==> config.mk <==
export PLATFORM = sky130hd
export DESIGN_NAME = fut_ram
export DESIGN_NICKNAME = d
export VERILOG_FILES = /design/src/rtl/core/fut_ram.sv
export SDC_FILE = /design/constraint.sdc
export NUM_CORES = 1
export LEC_CHECK = 0
export BUFFER_PORTS_ARGS = -buffer_cell sky130_fd_sc_hd__buf_2
export CAP_MARGIN = 20
export CORE_ASPECT_RATIO = 0.7
export CORE_UTILIZATION = 60
export DETAILED_ROUTE_END_ITERATION = 10
export GPL_TIMING_DRIVEN = 0
export PLACE_DENSITY = 0.78
export RECOVER_POWER = 100
export REMOVE_ABC_BUFFERS = 1
export SETUP_SLACK_MARGIN = 0.5
export SYNTH_ARGS = -nofsm -noshare
export SYNTH_HDL_FRONTEND = slang
export SYNTH_SLANG_ARGS = --single-unit
==> constraint.sdc <==
create_clock -name clk -period 2.35 [get_ports clk]
set_input_delay 0.235 -clock clk [delete_from_list [all_inputs] [get_ports clk]]
set_output_delay 0.235 -clock clk [all_outputs]
set_load 0.02 [all_outputs]
==> src/rtl/core/fut_ram.sv <==
// ----------------------------------------------------------------------------
// fut_ram
// Generic simple dual-port RAM: one write port, one read port, registered
// read data.
// ----------------------------------------------------------------------------
module fut_ram #(
  parameter int WIDTH = 8,
  parameter int DEPTH = 16
) (
  input  logic                     clk,
  input  logic                     we,
  input  logic [$clog2(DEPTH)-1:0] waddr,
  input  logic [WIDTH-1:0]         wdata,
  input  logic [$clog2(DEPTH)-1:0] raddr,
  output logic [WIDTH-1:0]         rdata
);

  logic [WIDTH-1:0] mem [DEPTH];

  // Write and registered read
  always_ff @(posedge clk) begin
    if (we) begin
      mem[waddr] <= wdata;
    end
    rdata <= mem[raddr];
  end

endmodule

# Word level (Yosys, flattened, before mapping)
# Memories as Yosys holds them, arrays and structs flattened. A register that Yosys moved wholly into a read port is not among the register bits.
# Cells that the tools add are included.
[totals]
regBits = 0
out_inout_bits = 8
elab_cells = 3
mem_count = 1
inputBits = 18
mem_bits_rw = 128
[classes]
n_mux = 2
[mem_list]
columns = ["memory", "words", "word_bits", "rd", "rd_clocked_by_memory_dff", "write_ports", "line_no", "rtl"]
rows = [
  ["mem", 16, 8, 1, 1, 1, "18", "logic [WIDTH-1:0] mem [DEPTH];"],
]
[ops]
columns = ["op", "n"]
rows = [
  ["1-bit two-way mux", 2],
]

# Logic depth before layout (Yosys ltp)
[depth]
ltp_word = 2
mapped_depth = 5
depth_no_buf = 3

# Least setup slack after synthesis
# No wires, ideal clock.
[synth_path]
path_type = "input-to-reg"
start = "in waddr[2]"
end = "mem mem[0][0] (enable)"
n_path_buf = 0
arrival_time_ps = 1345
stages = 2
required_time_ps = 1967
setup_time_ps = 383
path_slack_ps = 622
path_cell_list = "or3b_2 -> nor3_1"
[synth_lines]
columns = ["item", "line_no", "rtl"]
rows = [
  ["from (decl)", "12", "input logic [$clog2(DEPTH)-1:0] waddr,"],
  ["to (decl)", "18", ""],
]
# No word-level cell before the write port.

# Worst setup path in the final report
[layout_path]
start = "in waddr[2]"
end = "mem mem[0][0] (enable)"
# No word-level cell before the write port.

==> flow_summary.json <==
{
  "core_area_um2": 8074,
  "antenna_found_initial": 0,
  "r2r_start": "mem[3][4]",
  "clk-insertion-delay-late_ns": 0.42,
  "cts-root-buf": "clkbuf_16",
  "grt_use_total": 0.2398,
  "first_global_vias": 2409,
  "worstMarginPinSlew_ns": 1.520,
  "rr_worst_depth": 3,
  "cts_tree": "built",
  "fillCellCount": 491,
  "arrival_ns": 1.76,
  "overflow": 0,
  "worst-path-buf-inv": 2,
  "numPortBuffers": 25,
  "rsz0062_at_grt": "no",
  "synth.distinct_cells": 19,
  "yosysWarnings": 0,
  "ant_nets": 0,
  "drv_cap": 1,
  "cp_slowest_cell": "or3b_2",
  "die_area_um2": 8959,
  "start_kind": "primary input",
  "syn_avg_cell_area_um2": 22.48,
  "synthCells": 229,
  "synth-seq-cells": 136,
  "start_util": 0.6375,
  "cp_common_cell": "clkbuf_1",
  "gp_congestion": 0.7411,
  "drc": 0,
  "fmax_mhz": 594.2,
  "die_x_um": 112.7,
  "firstDrtPassIters": 4,
  "drv_slew": 9,
  "hold_viol_final": 0,
  "fp-row-count": 27,
  "fin_crit_ns": 1.683,
  "wl_per_cell_um": 25.05,
  "skew_ns": 0.01752,
  "numClockSinks": 136,
  "numCtsBuffers": 17,
  "required_ns": 2.42,
  "maxSlewHeadroom": -0.02109,
  "cp_max_fo": 5,
  "crit_type": "in -> reg",
  "fin_nets": 284,
  "whs_path_depth": 2,
  "worstHoldStart": "waddr[1]",
  "setup_viol": 0,
  "grt_pass1_wl_um": 14170,
  "die_h_um": 79.50,
  "area_growth_pct": 13.27,
  "path_cells": "clkbuf_1 > or3b_2 > nor3_1 > clkbuf_1",
  "cts.path.max_buffers": 2,
  "vias_per_cell": 6.288,
  "holdPathEnd": "mem[4][5]",
  "finalCritPeriodShare": 0.7161,
  "drive_gt1_frac": 0.1727,
  "cts_max_level": 4,
  "fin_setup_tns_ns": 0,
  "dp_hpwl_um": 5528,
  "hp-class": "in -> reg",
  "initialDrtViolationCount": 246,
  "io_pins": 26,
  "wl_um": 9495,
  "slowest_delay_ns": 0.52,
  "vias": 2383,
  "ctsHoldBuffers": 0,
  "crit_family": "simple AND/OR/NAND/NOR gates",
  "stdcell_area_um2": 5831,
  "vdd_drop_max_uv": 688.2,
  "grt_max_degree": 33,
  "antenna_cells": 0,
  "dpl_cell_area_um2": 5335,
  "ys_seq_area_frac": 0.7778,
  "violations": "max-capacitance violations, max-slew violations",
  "clk_pin_slew_ns": 0.06,
  "syn_area_um2": 5147,
  "status": "finished with violations",
  "r2r_slack_ns": 0.90,
  "r2r_end": "rdata[4]",
  "power.total_uw": 5351,
  "p_leak_uw": 0.001903,
  "p_per_area_nw_per_um2": 917.7,
  "worst_setup_path_end_kind": "flop"
}
==> area by class of cell <==
class | count | area (um2) | share of cell area
multi-input cells | 83 | 1057 | 0.1813
flip-flops and latches | 136 | 4004 | 0.6867
clock inverters | 5 | 48.80 | 0.008369
repair buffers | 28 | 115.1 | 0.01974
well taps | 101 | 126.4 | 0.02167
clock buffers | 26 | 479.2 | 0.08219
==> report_power, final <==
part           switching (uW)  internal, uW  total (uW)
Sequential               13.4          2720        2730
Combinational             154          89.7         244
Clock                     884          1490        2380
Total                    1050          4300        5350
==> cell usage after synthesis <==
cell,n,share of area
edfxtp_1,128,0.75
mux4_2,18,0.079
a22oi_1,16,0.023
mux4_1,14,0.071
nor2_1,13,0.0095
nand2_1,9,0.0066
dfxtp_1,8,0.031
nor3_1,4,0.0039
buf_2,3,0.0029
buf_6,3,0.0066
clkdlybuf4s25_2,3,0.0058
nand2b_1,2,0.0024
nand3b_1,2,0.0029
and2_1,1,0.0012
and2b_1,1,0.0015
buf_4,1,0.0015
nand3_1,1,0.00097
nor2b_1,1,0.0012
or3b_2,1,0.0017
==> worst max path at each step <==
stage / start / end / depth (start not counted)
5_1_grt: waddr[2] / mem[0][0] / 4
3_5_place_dp: raddr[0] / rdata[4] / 4
2_1_floorplan: waddr[2] / mem[0][0] / 2
6_report: waddr[2] / mem[0][0] / 4
4_1_cts: waddr[2] / mem[2][3] / 3
3_3_place_gp: waddr[2] / mem[0][0] / 3
==> layout by cell type (no fill, tap or decap) <==
cell       synthesis  final
edfxtp_1         128    128
clkbuf_1           0     29
mux4_2            18     18
clkbuf_16          0     17
a22oi_1           16     16
mux4_1            14     14
nor2_1            13     13
nand2_1            9      9
dfxtp_1            8      8
buf_2              3      5
nor3_1             4      4
clkinv_2           0      3
nand3b_1           2      2
nand2b_1           2      2
clkbuf_8           0      2
nor2b_1            1      1
and2_1             1      1
and2b_1            1      1
nand3_1            1      1
or3b_2             1      1
clkinv_1           0      1
bufinv_16          0      1
buf_4              1      1
==> stage by stage <==
step,hold slack [ns],instances,utilization,setup slack [ns]
2_1_floorplan,0.3339,219,-,0.6221
3_3_place_gp,0.6218,345,0.6580,-0.02872
3_5_place_dp,0.6230,348,0.6608,0.06777
4_1_cts,0.1844,379,0.7265,0.7710
5_1_grt,0.2859,379,0.7221,0.5675
6_report,0.2785,379,0.7221,0.6671
==> metal layers <==
metal,vias to the layer above,track usage,routed length (um)
li1,1050,-,-
met1,1227,0.3214,3800
met2,96,0.3574,4659
met3,10,0.09339,970
met4,0,0.1000,64
met5,-,0,0
==> registers in the layout, summed over array words and instances, names as in the netlist <==
signal	flops
mem	128
rdata	8
==> repair_timing <==
| action | in CTS | in global routing |
|---|---|---|
| setup buffers | 0 | 0 |
| endpoints found under the setup margin | 1 | 0 |
| gates resized for setup | 1 | 0 |
==> kinds of logic (layout without fill, tap and decap cells) <==
kind of cell | after synthesis | after routing | synth area share
compound gates | 16 | 16 | 0.02334
buf+inv | 10 | 59 | 0.01677
flops | 136 | 136 | 0.7778
simple gates | 35 | 35 | 0.03184
mux | 32 | 32 | 0.1502
Note: power is estimated with default switching activity, not from simulation.
