[src/rtl/core/fut_pkg.sv]
// ----------------------------------------------------------------------------
// fut_pkg
// Shared types and sizes for the first-unique tracker: store geometry,
// sequencer states and the control/status bundles between its modules.
// ----------------------------------------------------------------------------
package fut_pkg;

  localparam int STORE_DEPTH = 1024;
  localparam int VALUE_WIDTH = 32;
  localparam int ADDR_W      = $clog2(STORE_DEPTH);
  localparam int CNT_W       = ADDR_W + 1;
  localparam int ENTRY_W     = VALUE_WIDTH + 1;

  typedef logic [VALUE_WIDTH-1:0] value_t;
  typedef logic [ADDR_W-1:0]      addr_t;
  typedef logic [CNT_W-1:0]       count_t;
  typedef logic [ENTRY_W-1:0]     entry_t;

  typedef enum logic [1:0] {
    ST_IDLE,
    ST_SCAN,
    ST_FINISH
  } state_t;

  // Sequencer to compare unit
  typedef struct packed {
    logic clear;
    logic step;
  } match_ctl_t;

  // Compare unit back to sequencer
  typedef struct packed {
    logic   match;
    logic   hit;
    logic   found;
    value_t first_value;
  } match_sts_t;

  // One result item
  typedef struct packed {
    value_t first_value;
    logic   found;
    logic   dropped;
  } result_t;

endpackage

[src/rtl/core/fut_match.sv]
// ----------------------------------------------------------------------------
// fut_match
// Shared compare unit: matches one stored entry per step against the key
// and tracks the hit and the earliest entry left unmarked.
// ----------------------------------------------------------------------------
module fut_match import fut_pkg::*; (
  input  logic       clk,
  input  logic       rst_n,
  input  match_ctl_t ctl,
  input  value_t     key,
  input  value_t     ent_value,
  input  logic       ent_mark,
  output match_sts_t sts
);

  logic   hit_r, hit_nxt;
  logic   found_r, found_nxt;
  value_t first_r, first_nxt;
  logic   match;

  assign match = (ent_value == key);

  // Accumulate hit and first unmarked entry; a matching entry counts as marked
  always_comb begin
    hit_nxt   = hit_r;
    found_nxt = found_r;
    first_nxt = first_r;
    if (ctl.clear) begin
      hit_nxt   = 1'b0;
      found_nxt = 1'b0;
    end else if (ctl.step) begin
      hit_nxt = hit_r | match;
      if (!found_r && !(ent_mark | match)) begin
        found_nxt = 1'b1;
        first_nxt = ent_value;
      end
    end
  end

  always_ff @(posedge clk) begin
    if (!rst_n) begin
      hit_r   <= 1'b0;
      found_r <= 1'b0;
    end else begin
      hit_r   <= hit_nxt;
      found_r <= found_nxt;
    end
    first_r <= first_nxt;
  end

  assign sts.match       = match;
  assign sts.hit         = hit_r;
  assign sts.found       = found_r;
  assign sts.first_value = first_r;

endmodule

[config.mk]
export PLATFORM = sky130hd
export DESIGN_NAME = fut_match
export DESIGN_NICKNAME = d
export VERILOG_FILES = /design/src/rtl/core/fut_pkg.sv /design/src/rtl/core/fut_match.sv
export SDC_FILE = /design/constraint.sdc
export NUM_CORES = 1
export LEC_CHECK = 0
export ABC_AREA = 0
export BUFFER_PORTS_ARGS = -buffer_cell sky130_fd_sc_hd__buf_2
export CORE_MARGIN = 1.5
export CORE_UTILIZATION = 43
export CTS_CLUSTER_SIZE = 14
export DETAILED_ROUTE_END_ITERATION = 16
export HOLD_SLACK_MARGIN = 0.08
export PLACE_DENSITY = 0.84
export RECOVER_POWER = 50
export SETUP_SLACK_MARGIN = 0.2
export SLEW_MARGIN = 5
export SYNTH_ARGS = -nofsm -noshare
export SYNTH_HDL_FRONTEND = slang
export SYNTH_SLANG_ARGS = --single-unit
[constraint.sdc]
create_clock -name clk -period 9.1 [get_ports clk]
set_input_delay 0.91 -clock clk [delete_from_list [all_inputs] [get_ports clk]]
set_output_delay 0.91 -clock clk [all_outputs]
set_load 0.05 [all_outputs]
# After elaboration in Yosys (flattened, before gate mapping)

Cells that the tools add are included.

Bitwise logic cells: 4
Reduce and logical (&&, ||, !) cells: 6
Equal/unequal tests: 1

Operator list:

| kind                 | number |
|---|---|
| 32-bit equality test | 1 |
| 3-bit AND reduction  | 1 |
| 1-bit zero test      | 2 |
| 1-bit inverter       | 2 |
| 1-bit OR             | 2 |
| 2-bit AND reduction  | 1 |
| 2-bit OR reduction   | 1 |
| 1-bit logical AND    | 1 |

Bits of input ports: 69
Logic and storage cells: 14
Output and inout port bits: 35
Flip-flop bits (word level): 34

# Depth between registers and ports, before layout

Depth in word-level cells: 5
Gate-level depth with buffers: 5

# Worst setup path before layout

No wires, ideal clock.

Path type: input port to flip-flop
From: input port ent_value[27]
To: register first_r[0] (enable)
Buffers on the path: 0
Setup time: 505 ps
Data arrival time: 4,380 ps
Stages on the path: 5
Path slack: 4,215 ps
Path through: xor2_1 > nor4_1 > nand4_1 > nor2_2 > nor4_1

Cells in the longest elaborated chain, start to end: 5

RTL lines:

| item                                 | RTL line        | RTL |
|---|---|---|
| start: declaration                   | fut_match.sv:11 | `input value_t ent_value,` |
| 32-bit equality test                 | fut_match.sv:21 | `assign match = (ent_value == key);` |
| net match                            | fut_match.sv:19 | `logic match;` |
| 1-bit OR                             | fut_match.sv:33 | `if (!found_r && !(ent_mark \| match)) begin` |
| 1-bit zero test                      | fut_match.sv:33 |  |
| 1-bit logical AND                    | fut_match.sv:33 |  |
| 3-bit AND reduction (no source line) | --              |  |
| end signal: assignment               | fut_match.sv:48 | `first_r <= first_nxt;` |
| end: declaration                     | fut_match.sv:18 | `value_t first_r, first_nxt;` |

The timed path passes the listed nets, and every way through them passes these cells.
A chain may end at the register's enable or synchronous reset.

==> impl_metrics.py <==
metrics = {
    "critical_path": {
        "reg2reg_from": "found_r$_SDFFE_PP0P_",
        "reg2reg_depth": 2,
        "worst-path-buf-inv": 2,
        "path_cells": "buf_2, xor2_1, nor4_1, nand4_1, nor2_1, buf_2",
        "ff2ff_setup_slack_ns": 7.70,
        "required_ns": 8.19,
        "r2r_end": "first_r[18]$_DFFE_PP_",
        "slowest_stage": "nor4_1",
        "max_stage_delay_ns": 0.35,
        "cp.arrival_ns": 2.22,
        "start_kind": "primary input",
        "worstPathMaxFanout": 3,
        "end_kind": "output port",
        "cp_common_cell": "buf_2",
        "crit_family": "simple AND/OR/NAND/NOR gates",
        "crit_type": "primary input to output port",
    },
    "routing": {
        "drcViolationCount": 0,
        "drtPass1Iterations": 4,
        "dr.first_iter.drc_count": 21,
        "ant_nets": 0,
        "drt-wirelength-per-cell_um": 13.7,
        "num_vias": 1136,
        "finalWirelength_mm": 3.32,
        "viasPerCell": 4.69,
    },
    "floorplanning": {
        "core_area_um2": 3100,
        "dieWidth_um": 60.5,
        "rows": 20,
        "io_pins": 104,
        "initial_core_util_pct": 45.8,
        "fp.dieArea_um2": 3660,
        "die_h_um": 60.5,
    },
    "pwr": {
        "pwr_density_cell_nw_per_um2": 158,
        "p_leak_nw": 0.785,
        "irDropWorstVdd_uv": 82.7,
    },
    "sta": {
        "drv_slew": 0,
        "rsz0062_at_grt": "false",
        "max_freq_mhz": 319,
        "hold_slack_ns": 0.471,
        "finalCritPeriodShare_pct": 34.4,
        "skew_ns": 0.00947,
        "fin_crit_ns": 3.13,
        "fin_setup_tns_ns": 0,
        "hold_violations": 0,
        "relSlewSlack_pct": 59.0,
        "worst_slew_pin_slew_ns": 0.618,
        "setup_viol": 0,
    },
    "logic_synthesis": {
        "synth_warnings": 0,
        "synth_cell_types": 12,
        "yosysSeqAreaShare_pct": 70.4,
        "syn_avg_cell_area_um2": 16.0,
        "synthTopCellsByArea": "edfxtp_1, xor2_1, nor4_1",
        "syn-num-nets": 158,
        "synth_seq_cells": 34,
        "synth_cells": 89,
        "synth_top_area_cell": "edfxtp_1",
        "netlist.area_leader.share_pct": 67.6,
        "syn_area_um2": 1420,
    },
    "cts": {
        "clkSinkCount": 34,
        "cts_root_buf": "clkbuf_4",
        "ctsHoldBuffers": 0,
        "h-tree-depth": 2,
        "ctsLongestPathBuffers": 2,
        "clk_latency_ns": 0.33,
        "cts-buffers-inserted": 5,
        "cts_tree": "yes",
        "cts.repair.resized": 0,
        "cts_setup_buffers": 0,
        "clk_pin_slew_ns": 0.11,
    },
    "place": {
        "io_buffers": 103,
        "gp_congestion": 0.741,
        "dp.cells": 234,
        "hpwl_mm": 2.66,
    },
    "status": {
        "outcome": "completed",
    },
    "global_routing": {
        "antenna_found_initial": 0,
        "grt_usage_pct": 19.0,
        "grt_max_degree": 33,
        "grt_pass1_vias": 1187,
        "grt_first_pass_wirelength_mm": 4.87,
        "overflow": 0,
    },
    "hold_path": {
        "holdPathStages": 2,
        "holdPathEnd": "hit_r$_SDFFE_PP0P_",
        "hold_path_class": "register to register",
        "min-delay-start": "hit_r$_SDFFE_PP0P_",
    },
    "flow_run": {
        "max-cap-violations": 0,
    },
    "cells_and_area": {
        "syn_to_final_growth_pct": 39.7,
        "fin_nets": 266,
        "antenna_cells": 0,
        "drive_above_1_share_pct": 33.3,
        "final_cells": 242,
    },
}
[flip-flops by register name, indices dropped and copies added (netlist names)]
signal   cells
first_r     32
found_r      1
hit_r        1
[worst min-delay path, stage by stage, from the launching register on]
cell     delay, ns
dfxtp_1       0.33
nand2_1       0.05
o31ai_1       0.06
[placed cells by master (no fill, tap or decap), types with 2 or more instances in the layout]
master / synthesis / final
clkbuf_4: 0 / 5
nand4_1: 2 / 2
edfxtp_1: 32 / 32
xor2_1: 32 / 32
nor4_1: 9 / 8
dfxtp_1: 2 / 2
buf_2: 0 / 56
nand2_1: 3 / 3
clkbuf_1: 0 / 47
nand2b_1: 2 / 2
[cell families (layout without fill, tap and decap cells)]
family          Yosys count  in the layout  synth area share [%]
simple gates             18             18                  7.39
compound gates            2              2                 0.880
xor+xnor                 32             32                  19.7
flops                    34             34                  70.4
buf+inv                   3            112                  1.58
[how the worst max path moves through the flow]
stage	start	cells past startpoint	endpoint
floorplan	ent_value[27]	5	first_r[0]$_DFFE_PP_
CTS	key[31]	6	sts[34]
global placement	key[31]	6	sts[34]
finish	key[31]	6	sts[34]
global route	key[31]	6	sts[34]
detailed placement	key[31]	6	sts[34]
[layout make-up]
class                           count  area (um^2)
Clock inverter                      2         12.5
Timing Repair Buffer              104          464
Multi-Input combinational cell     52          402
Clock buffer                        6         51.3
Tap cell                           44         55.1
Fill cell                         283         1120
Sequential cell                    34         1000
[synth_stat cells]
| library cell | number |
|---|---|
| buf_4 | 3 |
| nor2_2 | 1 |
| o21ai_1 | 1 |
| dfxtp_1 | 2 |
| o31ai_1 | 1 |
| nand2_1 | 3 |
| xor2_1 | 32 |
| nor4_1 | 9 |
| nand2b_1 | 2 |
| nand4_1 | 2 |
| nor2b_1 | 1 |
| edfxtp_1 | 32 |
[metal layers]
layer  GRT usage [%]  up-vias  routed length [um]
met5               0        -                   0
met4            14.0        0                 115
met3            5.97       12                 318
met2            34.6       75                1720
met1            17.7      509                1170
li1                -      540                   -
[stage by stage]
stage	util, %	worst slack (ns)	total power, mW	area [um^2]
2_1_floorplan	-	4.22	0.208	1420
3_3_place_gp	63.9	6.00	0.230	1980
3_5_place_dp	63.9	5.98	0.232	1980
4_1_cts	66.0	5.98	0.320	2050
5_1_grt	64.0	5.83	0.328	1990
6_report	64.0	5.97	0.314	1990
[power breakdown]
group | internal, mW | leakage (nW) | switching [mW] | total [mW]
logic | 0.0177 | 0.441 | 0.0314 | 0.0492
clock network | 0.0371 | 0.0343 | 0.0506 | 0.0877
registers | 0.176 | 0.310 | 0.00112 | 0.177
total | 0.231 | 0.785 | 0.0832 | 0.314
No activity file was read; power rests on OpenSTA's default activity.
