`config.mk`:
```
export PLATFORM = sky130hd
export DESIGN_NAME = fut_ctrl
export DESIGN_NICKNAME = d
export VERILOG_FILES = /design/src/rtl/core/fut_pkg.sv /design/src/rtl/core/fut_ctrl.sv
export SDC_FILE = /design/constraint.sdc
export NUM_CORES = 1
export LEC_CHECK = 0
export ABC_CLOCK_PERIOD_IN_PS = 3000
export BUFFER_PORTS_ARGS = -buffer_cell sky130_fd_sc_hd__buf_4
export CELL_PAD_IN_SITES_DETAIL_PLACEMENT = 0
export CELL_PAD_IN_SITES_GLOBAL_PLACEMENT = 1
export CORE_MARGIN = 2
export CORE_UTILIZATION = 34
export CTS_BUF_LIST = sky130_fd_sc_hd__clkbuf_8
export DETAILED_ROUTE_END_ITERATION = 16
export GPL_ROUTABILITY_DRIVEN = 0
export PLACE_DENSITY_LB_ADDON = 0.1
export SYNTH_ARGS = -nofsm -noshare
export SYNTH_HDL_FRONTEND = slang
export SYNTH_SLANG_ARGS = --single-unit
```
`constraint.sdc`:
```
create_clock -name clk -period 3 [get_ports clk]
set_clock_uncertainty 0.2 [all_clocks]
set_input_delay 0.3 -clock clk [delete_from_list [all_inputs] [get_ports clk]]
set_output_delay 0.3 -clock clk [all_outputs]
set_load 0.05 [all_outputs]
```
`src/rtl/core/fut_pkg.sv`:
```
// ----------------------------------------------------------------------------
// fut_pkg
// Shared types and sizes for the first-unique tracker: store geometry,
// sequencer states and the control/status bundles between its modules.
// ----------------------------------------------------------------------------
package fut_pkg;

  localparam int STORE_DEPTH = 1024;
  localparam int VALUE_WIDTH = 32;
  localparam int ADDR_W      = $clog2(STORE_DEPTH);
  localparam int CNT_W       = ADDR_W + 1;
  localparam int ENTRY_W     = VALUE_WIDTH + 1;

  typedef logic [VALUE_WIDTH-1:0] value_t;
  typedef logic [ADDR_W-1:0]      addr_t;
  typedef logic [CNT_W-1:0]       count_t;
  typedef logic [ENTRY_W-1:0]     entry_t;

  typedef enum logic [1:0] {
    ST_IDLE,
    ST_SCAN,
    ST_FINISH
  } state_t;

  // Sequencer to compare unit
  typedef struct packed {
    logic clear;
    logic step;
  } match_ctl_t;

  // Compare unit back to sequencer
  typedef struct packed {
    logic   match;
    logic   hit;
    logic   found;
    value_t first_value;
  } match_sts_t;

  // One result item
  typedef struct packed {
    value_t first_value;
    logic   found;
    logic   dropped;
  } result_t;

endpackage

```
`src/rtl/core/fut_ctrl.sv`:
```
// ----------------------------------------------------------------------------
// fut_ctrl
// Sequencer: takes an item, walks the stored entries through the compare
// unit, writes back marks, appends new values and forms the result.
// ----------------------------------------------------------------------------
module fut_ctrl import fut_pkg::*; (
  input  logic       clk,
  input  logic       rst_n,
  input  logic       in_valid,
  output logic       in_ready,
  input  value_t     in_value,
  input  logic       in_restart,
  input  logic       out_free,
  output logic       res_load,
  output result_t    res,
  input  match_sts_t sts,
  output match_ctl_t mctl,
  output value_t     key,
  output logic       ram_we,
  output addr_t      ram_waddr,
  output entry_t     ram_wdata,
  output addr_t      ram_raddr
);

  state_t state_r, state_nxt;
  count_t fill_r, fill_nxt;
  count_t rd_idx_r, rd_idx_nxt;
  logic   pend_r, pend_nxt;
  addr_t  data_idx_r, data_idx_nxt;
  value_t val_r, val_nxt;
  logic   issue;
  logic   has_room;

  assign issue     = (rd_idx_r < fill_r);
  assign has_room  = (fill_r < count_t'(STORE_DEPTH));
  assign key       = val_r;
  assign ram_raddr = rd_idx_r[ADDR_W-1:0];

  // Next state
  always_comb begin
    state_nxt = state_r;
    case (state_r)
      ST_IDLE: begin
        if (in_valid) state_nxt = ST_SCAN;
      end
      ST_SCAN: begin
        if (!issue && !pend_r) state_nxt = ST_FINISH;
      end
      ST_FINISH: begin
        if (out_free) state_nxt = ST_IDLE;
      end
      default: state_nxt = ST_IDLE;
    endcase
  end

  // Outputs and datapath register updates
  always_comb begin
    in_ready        = 1'b0;
    res_load        = 1'b0;
    res             = '0;
    mctl            = '0;
    ram_we          = 1'b0;
    ram_waddr       = data_idx_r;
    ram_wdata       = {1'b1, val_r};
    fill_nxt        = fill_r;
    rd_idx_nxt      = rd_idx_r;
    pend_nxt        = pend_r;
    data_idx_nxt    = data_idx_r;
    val_nxt         = val_r;
    case (state_r)
      ST_IDLE: begin
        in_ready = 1'b1;
        if (in_valid) begin
          val_nxt    = in_value;
          rd_idx_nxt = '0;
          pend_nxt   = 1'b0;
          mctl.clear = 1'b1;
          if (in_restart) fill_nxt = '0;
        end
      end
      ST_SCAN: begin
        // issue the next read while the previous entry is compared
        pend_nxt = issue;
        if (issue) begin
          rd_idx_nxt   = rd_idx_r + count_t'(1);
          data_idx_nxt = rd_idx_r[ADDR_W-1:0];
        end
        if (pend_r) begin
          mctl.step = 1'b1;
          if (sts.match) begin
            ram_we = 1'b1;
          end
        end
      end
      ST_FINISH: begin
        if (out_free) begin
          res_load        = 1'b1;
          res.found       = sts.found;
          res.first_value = sts.found ? sts.first_value : '0;
          if (!sts.hit) begin
            if (has_room) begin
              // append the new value unmarked
              ram_we    = 1'b1;
              ram_waddr = fill_r[ADDR_W-1:0];
              ram_wdata = {1'b0, val_r};
              fill_nxt  = fill_r + count_t'(1);
              if (!sts.found) begin
                res.found       = 1'b1;
                res.first_value = val_r;
              end
            end else begin
              res.dropped = 1'b1;
            end
          end
        end
      end
      default: ;
    endcase
  end

  always_ff @(posedge clk) begin
    if (!rst_n) begin
      state_r <= ST_IDLE;
      fill_r  <= '0;
      pend_r  <= 1'b0;
    end else begin
      state_r <= state_nxt;
      fill_r  <= fill_nxt;
      pend_r  <= pend_nxt;
    end
    rd_idx_r   <= rd_idx_nxt;
    data_idx_r <= data_idx_nxt;
    val_r      <= val_nxt;
  end

endmodule

```
## Yosys cells after proc, flatten, opt, wreduce, memory -nomap -nowiden

Index checks and enable logic that the tools add are counted.
Widths: inputs -> output; s select.

| word-level totals | value |
|---|---|
| register bits | 67 |
| output and inout port bits | 124 |
| word-level logic and storage cells | 74 |

| operators by class | value |
|---|---|
| $add $sub $neg | 2 |
| magnitude comparators | 2 |
| equal/unequal tests | 9 |
| mux-type cells | 43 |
| reductions and logical operators | 12 |

Operator list:

| cell | number |
|---|---|
| $mux 33 | 6 |
| $mux 34 | 3 |
| $mux 11 | 7 |
| $pmux 11 s2 | 2 |
| $mux 10 | 4 |
| $mux 32 | 1 |
| $add 11x1->11 const B | 2 |
| $mux 1 | 14 |
| $ne 2x2->1 const B | 7 |
| $lt 11x11->1 | 1 |
| $lt 11x11->1 const B | 1 |
| $mux 2 | 3 |
| $pmux 2 s3 | 1 |
| $reduce_and 2->1 | 3 |
| $reduce_and 3->1 | 2 |
| $reduce_and 6->1 | 1 |
| $pmux 1 s2 | 2 |
| $reduce_bool 2->1 | 2 |
| $eq 2x1->1 const B | 1 |
| $eq 2x2->1 const B | 1 |
| $logic_not 1->1 | 2 |
| $logic_not 2->1 | 1 |
| $logic_and 1x1->1 | 1 |

## Longest topological paths before layout

Gate-level depths: netlist (run 1).

| depth | value |
|---|---|
| word-level depth | 6 |
| depth in mapped cells | 8 |
| gate-level depth less buffers | 7 |

## Worst setup path after synthesis (run 1)

No wires, ideal clock.

| path | value |
|---|---|
| path type | register to output |
| start point | register state_r[0] |
| end point | output ram_waddr[1] |
| arrival time | 2.716 ns |
| required time | 2.500 ns |
| slack | -0.216 ns |
| cell stages (with the launch flop) | 8 |
| path buffers | 2 |
| path through | dfxtp_1 -> inv_1 -> ha_1 -> nand2_1 -> or3_1 -> clkbuf_1 -> clkbuf_1 -> o21ai_0 |

| between the ends | value |
|---|---|
| word-level cells in the longest chain between the ends | 2 |

Ends and longest elaborated chain:

| item | line | RTL |
|---|---|---|
| start, declared | fut_ctrl.sv:25 | `state_t state_r, state_nxt;` |
| start signal, assigned | fut_ctrl.sv:127 | `state_r <= state_nxt;` |
| $eq 2x2->1 | fut_ctrl.sv:70 | `case (state_r)` |
| $mux 10 | fut_ctrl.sv:70 |  |
| end, declared | fut_ctrl.sv:20 | `output addr_t ram_waddr,` |

Every way passes these cells.

==> key figures, run 1 <==
Status
  – Status: finished, final reports clean

Clock tree
  – Root Buffer: clkbuf_8
  – Worst-Skew Late Latency: about 0.34 ns
  – CTS tree: done
  – Clk slew on worst S/H paths: about 0.07 ns
  – H-tree levels: 3
  – Max clock buf depth: 2
  – CTS buffer count: 9
  – Clk sink count: between 60 and 70
  – Setup bufs post-CTS: 0

Critical path
  – Crit. End Element: output pin
  – Max FO, Critical Path: 23
  – Critical Path Max Stage Delay: approximately 0.36 ns
  – Critical Path Slowest Stage Cell: or3_1
  – Delay-heaviest family, CP: simple AND/OR/NAND/NOR gates
  – Startpoint types: register
  – Crit Path Category: register to output pin
  – Worst path cell trace: inv_1 > ha_1 > nand2_1 > or3_1 > nor2_2 > buf_6 > a22o_1 > buf_4
  – CP Buf/Inv Count: 3
  – Arr. time, crit path: 2.23 ns
  – CP required: approximately 2.5 ns
  – Worst r2r src: rd_idx_r[4]$_SDFFCE_PN0P_
  – Worst setup path start: state_r[0]$_SDFFE_PN0P_

Route
  – First-pass iteration count of the detailed router: 4
  – DR WL/cell: ~15 µm
  – 1st-iter DRT viols: approximately 100
  – Final WL: 10,000 µm
  – Via Count: 3,019
  – Post-route DRC: 0
  – Antenna Nets Post-Route: 0
  – Drt via density: 4.66

Pwr
  – Power per Cell Area: approximately 910 nW/µm²
  – Maximum vdd ir drop: approximately 0.00058 V
  – Leak: about 0.0024 µW

Global routing
  – All-layer global routing usage: 0.177
  – Antenna violations before repair: 0
  – Largest net degree at the start of global routing: 33
  – Number of global-route vias before repair: roughly 3,000
  – Overflow left after global routing: 0
  – First-pass GRT wire length: about 15,000 µm

Finish
  – Final #Nets: a little under 600
  – Fill count: ~970
  – P&R area growth vs syn: 52.6%
  – Layout cells sized above 1: 0.428
  – Fin cells: around 650
  – Fin util: 0.529
  – Cell area after layout: 5380 µm²
  – N_diodes: 0

Place
  – Port Buffers: about 200
  – Detailed-placement wirelength estimate: roughly 7600 µm
  – Placed Cells: 600
  – Placed inst area: around 4900 µm²

Die
  – Die Wd: approximately 110 µm
  – Std cell rows: 37
  – Total core area: 10,200 µm²
  – Die Height: 106 µm
  – Num ports: just under 200
  – Die area: between 10,000 and 15,000 µm²
  – Initial Utilization: 0.346

Synthesis
  – Synth unique cells: 34
  – Yosys warns: 0
  – Post-Syn Area per Cell: roughly 11 µm²
  – Synth Cell Area: around 3500 µm²
  – Register area share after synthesis: 0.530
  – Syn Inst Count: 315
  – Register bit total from synthesis: 67
  – Syn Nets: about 400

STA
  – Worst relative slew slack: 0.661
  – Highest clock rate: approximately 370 MHz
  – Slew Limit Fails: 0
  – Setup violations, final: 0
  – Fin crit period: roughly 2.7 ns
  – Worst-Margin Slew: about 0.5 ns
  – Setup TNS Final: 0 ns
  – Final hold vios: 0
  – RSZ-0062 raised after global routing: false
  – Period utilization: 0.909

Job
  – Number of max-cap violations: 0

Min path
  – Worst Min Path Start: rst_n
  – Worst min-delay path class: primary input to register
## per-stage QoR
stage	worst slack [ns]	total power [µW]	hold WS, ns
floorplan	-0.216	3540	0.199
global placement	0.532	4190	0.264
detailed placement	0.497	4200	0.278
CTS	0.177	4980	0.0245
global route	0.0513	5180	0.0484
finish	0.273	4910	0.0436
## cells in the mapped netlist (all sizes together)
master / instances / area share
or4: 2 / 0.0043
or3: 2 / 0.0035
nand4: 2 / 0.0035
a22oi: 1 / 0.0021
buf: 44 / 0.092
mux2i: 1 / 0.0028
nor2: 14 / 0.015
a221o: 1 / 0.0028
a21oi: 9 / 0.013
o211a: 1 / 0.0028
o21ai: 15 / 0.021
nand3: 8 / 0.011
nand2: 21 / 0.022
mux2: 1 / 0.0032
and3: 6 / 0.011
nor2b: 4 / 0.0071
and2: 12 / 0.021
dfxtp: 14 / 0.079
a221oi: 1 / 0.0025
edfxtp: 53 / 0.45
clkbuf: 10 / 0.011
nand2b: 4 / 0.0071
xnor2: 17 / 0.042
a32oi: 1 / 0.0025
nor3: 3 / 0.0043
a22o: 32 / 0.079
or3b: 1 / 0.0025
nand3b: 1 / 0.0021
nor4: 2 / 0.0035
inv: 15 / 0.016
ha: 15 / 0.053
a21boi: 1 / 0.0021
xor2: 1 / 0.0025
## cell type report
| class | instances | area, µm² | area share |
|---|---|---|---|
| sequential | 67 | 1870 | 0.348 |
| tap | 136 | 170 | 0.0316 |
| clock buffer | 9 | 124 | 0.0230 |
| multi-input combinational | 179 | 1240 | 0.230 |
| clock inverter | 7 | 60.1 | 0.0112 |
| inverter | 15 | 56.3 | 0.0105 |
| timing repair buffer | 235 | 1860 | 0.346 |
## power by group
part | internal, µW | switching, µW
Sequential | 1340 | 243
Combinational | 810 | 1800
Clock | 374 | 343
## cell families after synthesis
kind of cell               Yosys count  share of synthesized area
and+or+nand+nor                     82                      0.118
adders and majority gates           15                     0.0532
AOI/OAI and AO/OA                   62                      0.128
muxes                                2                    0.00603
DFF                                 67                      0.530
buffers and inverters               69                      0.119
xor gates and xnor gates            18                     0.0447
## registers in the layout (all words and copies together) (netlist names)
name / count
pend_r: 1
key: 32
data_idx_r: 10
state_r: 2
fill_r: 11
rd_idx_r: 11
## cell usage in the layout, fill, tap and decap left out, types with 4 or more instances in the layout
master / instances
edfxtp_1: 53
inv_1: 16
nor2_1: 13
buf_4: 201
o21ai_0: 15
a21oi_1: 9
clkbuf_8: 9
nand2b_1: 4
nor2b_1: 4
dlygate4sd3_1: 32
nand2_1: 21
ha_1: 15
dfxtp_1: 14
and3_1: 6
xnor2_1: 17
nand3_1: 8
a22o_1: 32
and2_1: 12
## worst paths after layout
path / cells past startpoint / slack (ns) / endpoint
worst max register to register: 6 / 0.49 / data_idx_r[1]$_DFFE_PP_
worst min register to register: 2 / 0.29 / state_r[0]$_SDFFE_PN0P_
worst max-delay path: 8 / 0.27 / res[6]
worst min-delay path: 2 / 0.04 / pend_r$_SDFFE_PN0P_
## layer usage
layer	global-route usage	up-vias	wire length (µm)
met4	0.0526	0	160
met5	0	-	0
met3	0.0334	16	548
li1	-	1467	-
met1	0.233	1421	4310
met2	0.298	115	5020
## what timing repair did
action | 4_1_cts | 5_1_grt
resized for setup | 0 | 1
hold buffers | 32 | 0
hold endpoints to repair | 32 | 0
setup endpoints to repair | 0 | 3
(Power assumes the default switching activity.)
==> inputs of run 2 (changes only) <==
- PLACE_DENSITY: not set -> 0.93
- PLACE_DENSITY_LB_ADDON: 0.1 -> not set
==> key figures, run 2 (synthesis results as in run 1) <==
Status
  – Status: finished, final reports clean

Clock tree
  – CTS tree: done
  – Clk slew on worst S/H paths: roughly 0.070 ns
  – CTS buffer count: 9
  – Max clock buf depth: 2
  – Root Buffer: clkbuf_8
  – Post-cts resize count: 0
  – Worst-Skew Late Latency: about 0.34 ns
  – H-tree levels: 3
  – Clk sink count: 67

Route
  – 1st-iter DRT viols: roughly 220
  – Drt via density: between 4 and 5
  – Antenna Nets Post-Route: 0
  – Via Count: 3,121
  – DR WL/cell: ~17 µm
  – First-pass iteration count of the detailed router: 4
  – Final WL: between 10,000 and 15,000 µm
  – Post-route DRC: 0

STA
  – Setup ws final: roughly 0.21 ns
  – Setup violations, final: 0
  – Worst-Margin Slew: about 0.55 ns
  – Period utilization: 0.929
  – Slew Limit Fails: 0
  – RSZ-0062 raised after global routing: false
  – Highest clock rate: about 360 MHz
  – Final hold vios: 0
  – Worst relative slew slack: 0.631
  – Fin crit period: ~2.8 ns

Die
  – Total core area: ~10,000 µm²
  – Die Height: around 110 µm
  – Std cell rows: 37
  – Num ports: between 150 and 200
  – Initial Utilization: 0.346
  – Die Wd: about 110 µm
  – Die area: 11,200 µm²

Global routing
  – Met1 usage: 0.237
  – Met3 usage: 0.0476
  – GR peak layer: met2
  – Number of global-route vias before repair: between 2,000 and 3,000
  – Overflow left after global routing: 0
  – Antenna violations before repair: 0
  – First-pass GRT wire length: 16,000 µm
  – All-layer global routing usage: 0.186
  – Largest net degree at the start of global routing: 34
  – Met2 Use GR: 0.300

Critical path
  – Delay-heaviest family, CP: buffers and inverters
  – Arr. time, crit path: between 2 and 2.5 ns
  – CP required: approximately 2.5 ns
  – Crit Path Category: register to output pin
  – Crit. End Element: output pin
  – Max FO, Critical Path: 22
  – Worst path cell trace: inv_1 > ha_1 > nand2_1 > or3_1 > buf_4 > o21ai_0 > buf_4
  – Critical Path Max Stage Delay: around 0.35 ns
  – Worst setup path start: state_r[0]$_SDFFE_PN0P_
  – CP Buf/Inv Count: 3
  – Startpoint types: register
  – Worst r2r src: rd_idx_r[6]$_SDFFCE_PN0P_
  – Critical Path Slowest Stage Cell: or3_1
  – Cell mode on critical path: buf_4

Pwr
  – Leak: about 0.0024 µW
  – Maximum vdd ir drop: 0.000421 V
  – Power per Cell Area: slightly above 900 nW/µm²
  – Total power: around 4900 µW

Job
  – Number of max-cap violations: 0

Finish
  – Max reg flops: 32
  – Most common cell after layout, fill and taps aside: buf_4
  – N_diodes: 0
  – Final #Nets: 593
  – Most frequent cells in the layout: buf_4 (201), edfxtp_1 (53), a22o_1 (32), dlygate4sd3_1 (32), nand2_1 (21)
  – Layout cells sized above 1: 0.431
  – Fin util: 0.527
  – P&R area growth vs syn: 52.1%
  – Fin cells: 647
  – Cell area after layout: 5370 µm²

Place
  – DP Worst Slack: about 0.34 ns
  – Detailed-placement wirelength estimate: 8140 µm
  – Placed inst area: between 4000 and 5000 µm²
  – Placed Cells: about 600
  – Port Buffers: between 150 and 200

Min path
  – Worst min-delay path class: primary input to register
  – Worst Min Path Start: rst_n
[run 2: cell types whose count changed in the layout (fill, tap and decap cells not counted)]
cell,before,now
clkbuf_8,9,11
buf_6,1,0
clkinv_1,1,0
bufinv_16,1,0
clkinv_2,3,4
inv_1,16,15
[run 2: through the flow]
step | TNS, ns | hold WS (ns)
floorplan | -1.94 | 0.199
global placement | 0 | 0.267
detailed placement | 0 | 0.279
CTS | 0 | 0.00161
global route | 0 | 0.0124
finish | 0 | 0.0240
[run 2: layer usage]
metal | vias up | part of all wire
met5 | - | 0
met4 | 0 | 0.019
met3 | 19 | 0.070
met2 | 125 | 0.49
met1 | 1506 | 0.42
li1 | 1471 | -
[run 2: final cells by class]
class / count / area (µm²)
Clock inverter: 5 / 27.5
Timing Repair Buffer: 234 / 1850
Multi-Input combinational cell: 179 / 1240
Inverter: 15 / 56.3
Clock buffer: 11 / 151
Tap cell: 136 / 170
Sequential cell: 67 / 1870
Fill cell: 897 / 4820
[run 2: final timing paths]
kind / to / slack [ns] / cells after the start
max reg2reg: data_idx_r[5]$_DFFE_PP_ / 0.36 / 5
min reg2reg: state_r[0]$_SDFFE_PN0P_ / 0.29 / 2
min: pend_r$_SDFFE_PN0P_ / 0.02 / 2
max: ram_waddr[2] / 0.21 / 7
[run 2: what timing repair did]
action	4_1_cts	5_1_grt
hold buffers	32	0
buffers inserted	0	0
endpoints found under the hold margin	32	0
[run 2: worst register-to-register path: stages, from the launching register on]
cell and delay, ns:
edfxtp_1 0.48, ha_1 0.35, a21oi_1 0.14, o21ai_0 0.11, a221oi_1 0.55, and2_1 0.47
[run 2: power by group]
group	internal, µW	total, µW	switching (µW)
combinational	804	2620	1820
sequential	1340	1590	248
clock	339	685	346
total	2490	4900	2410
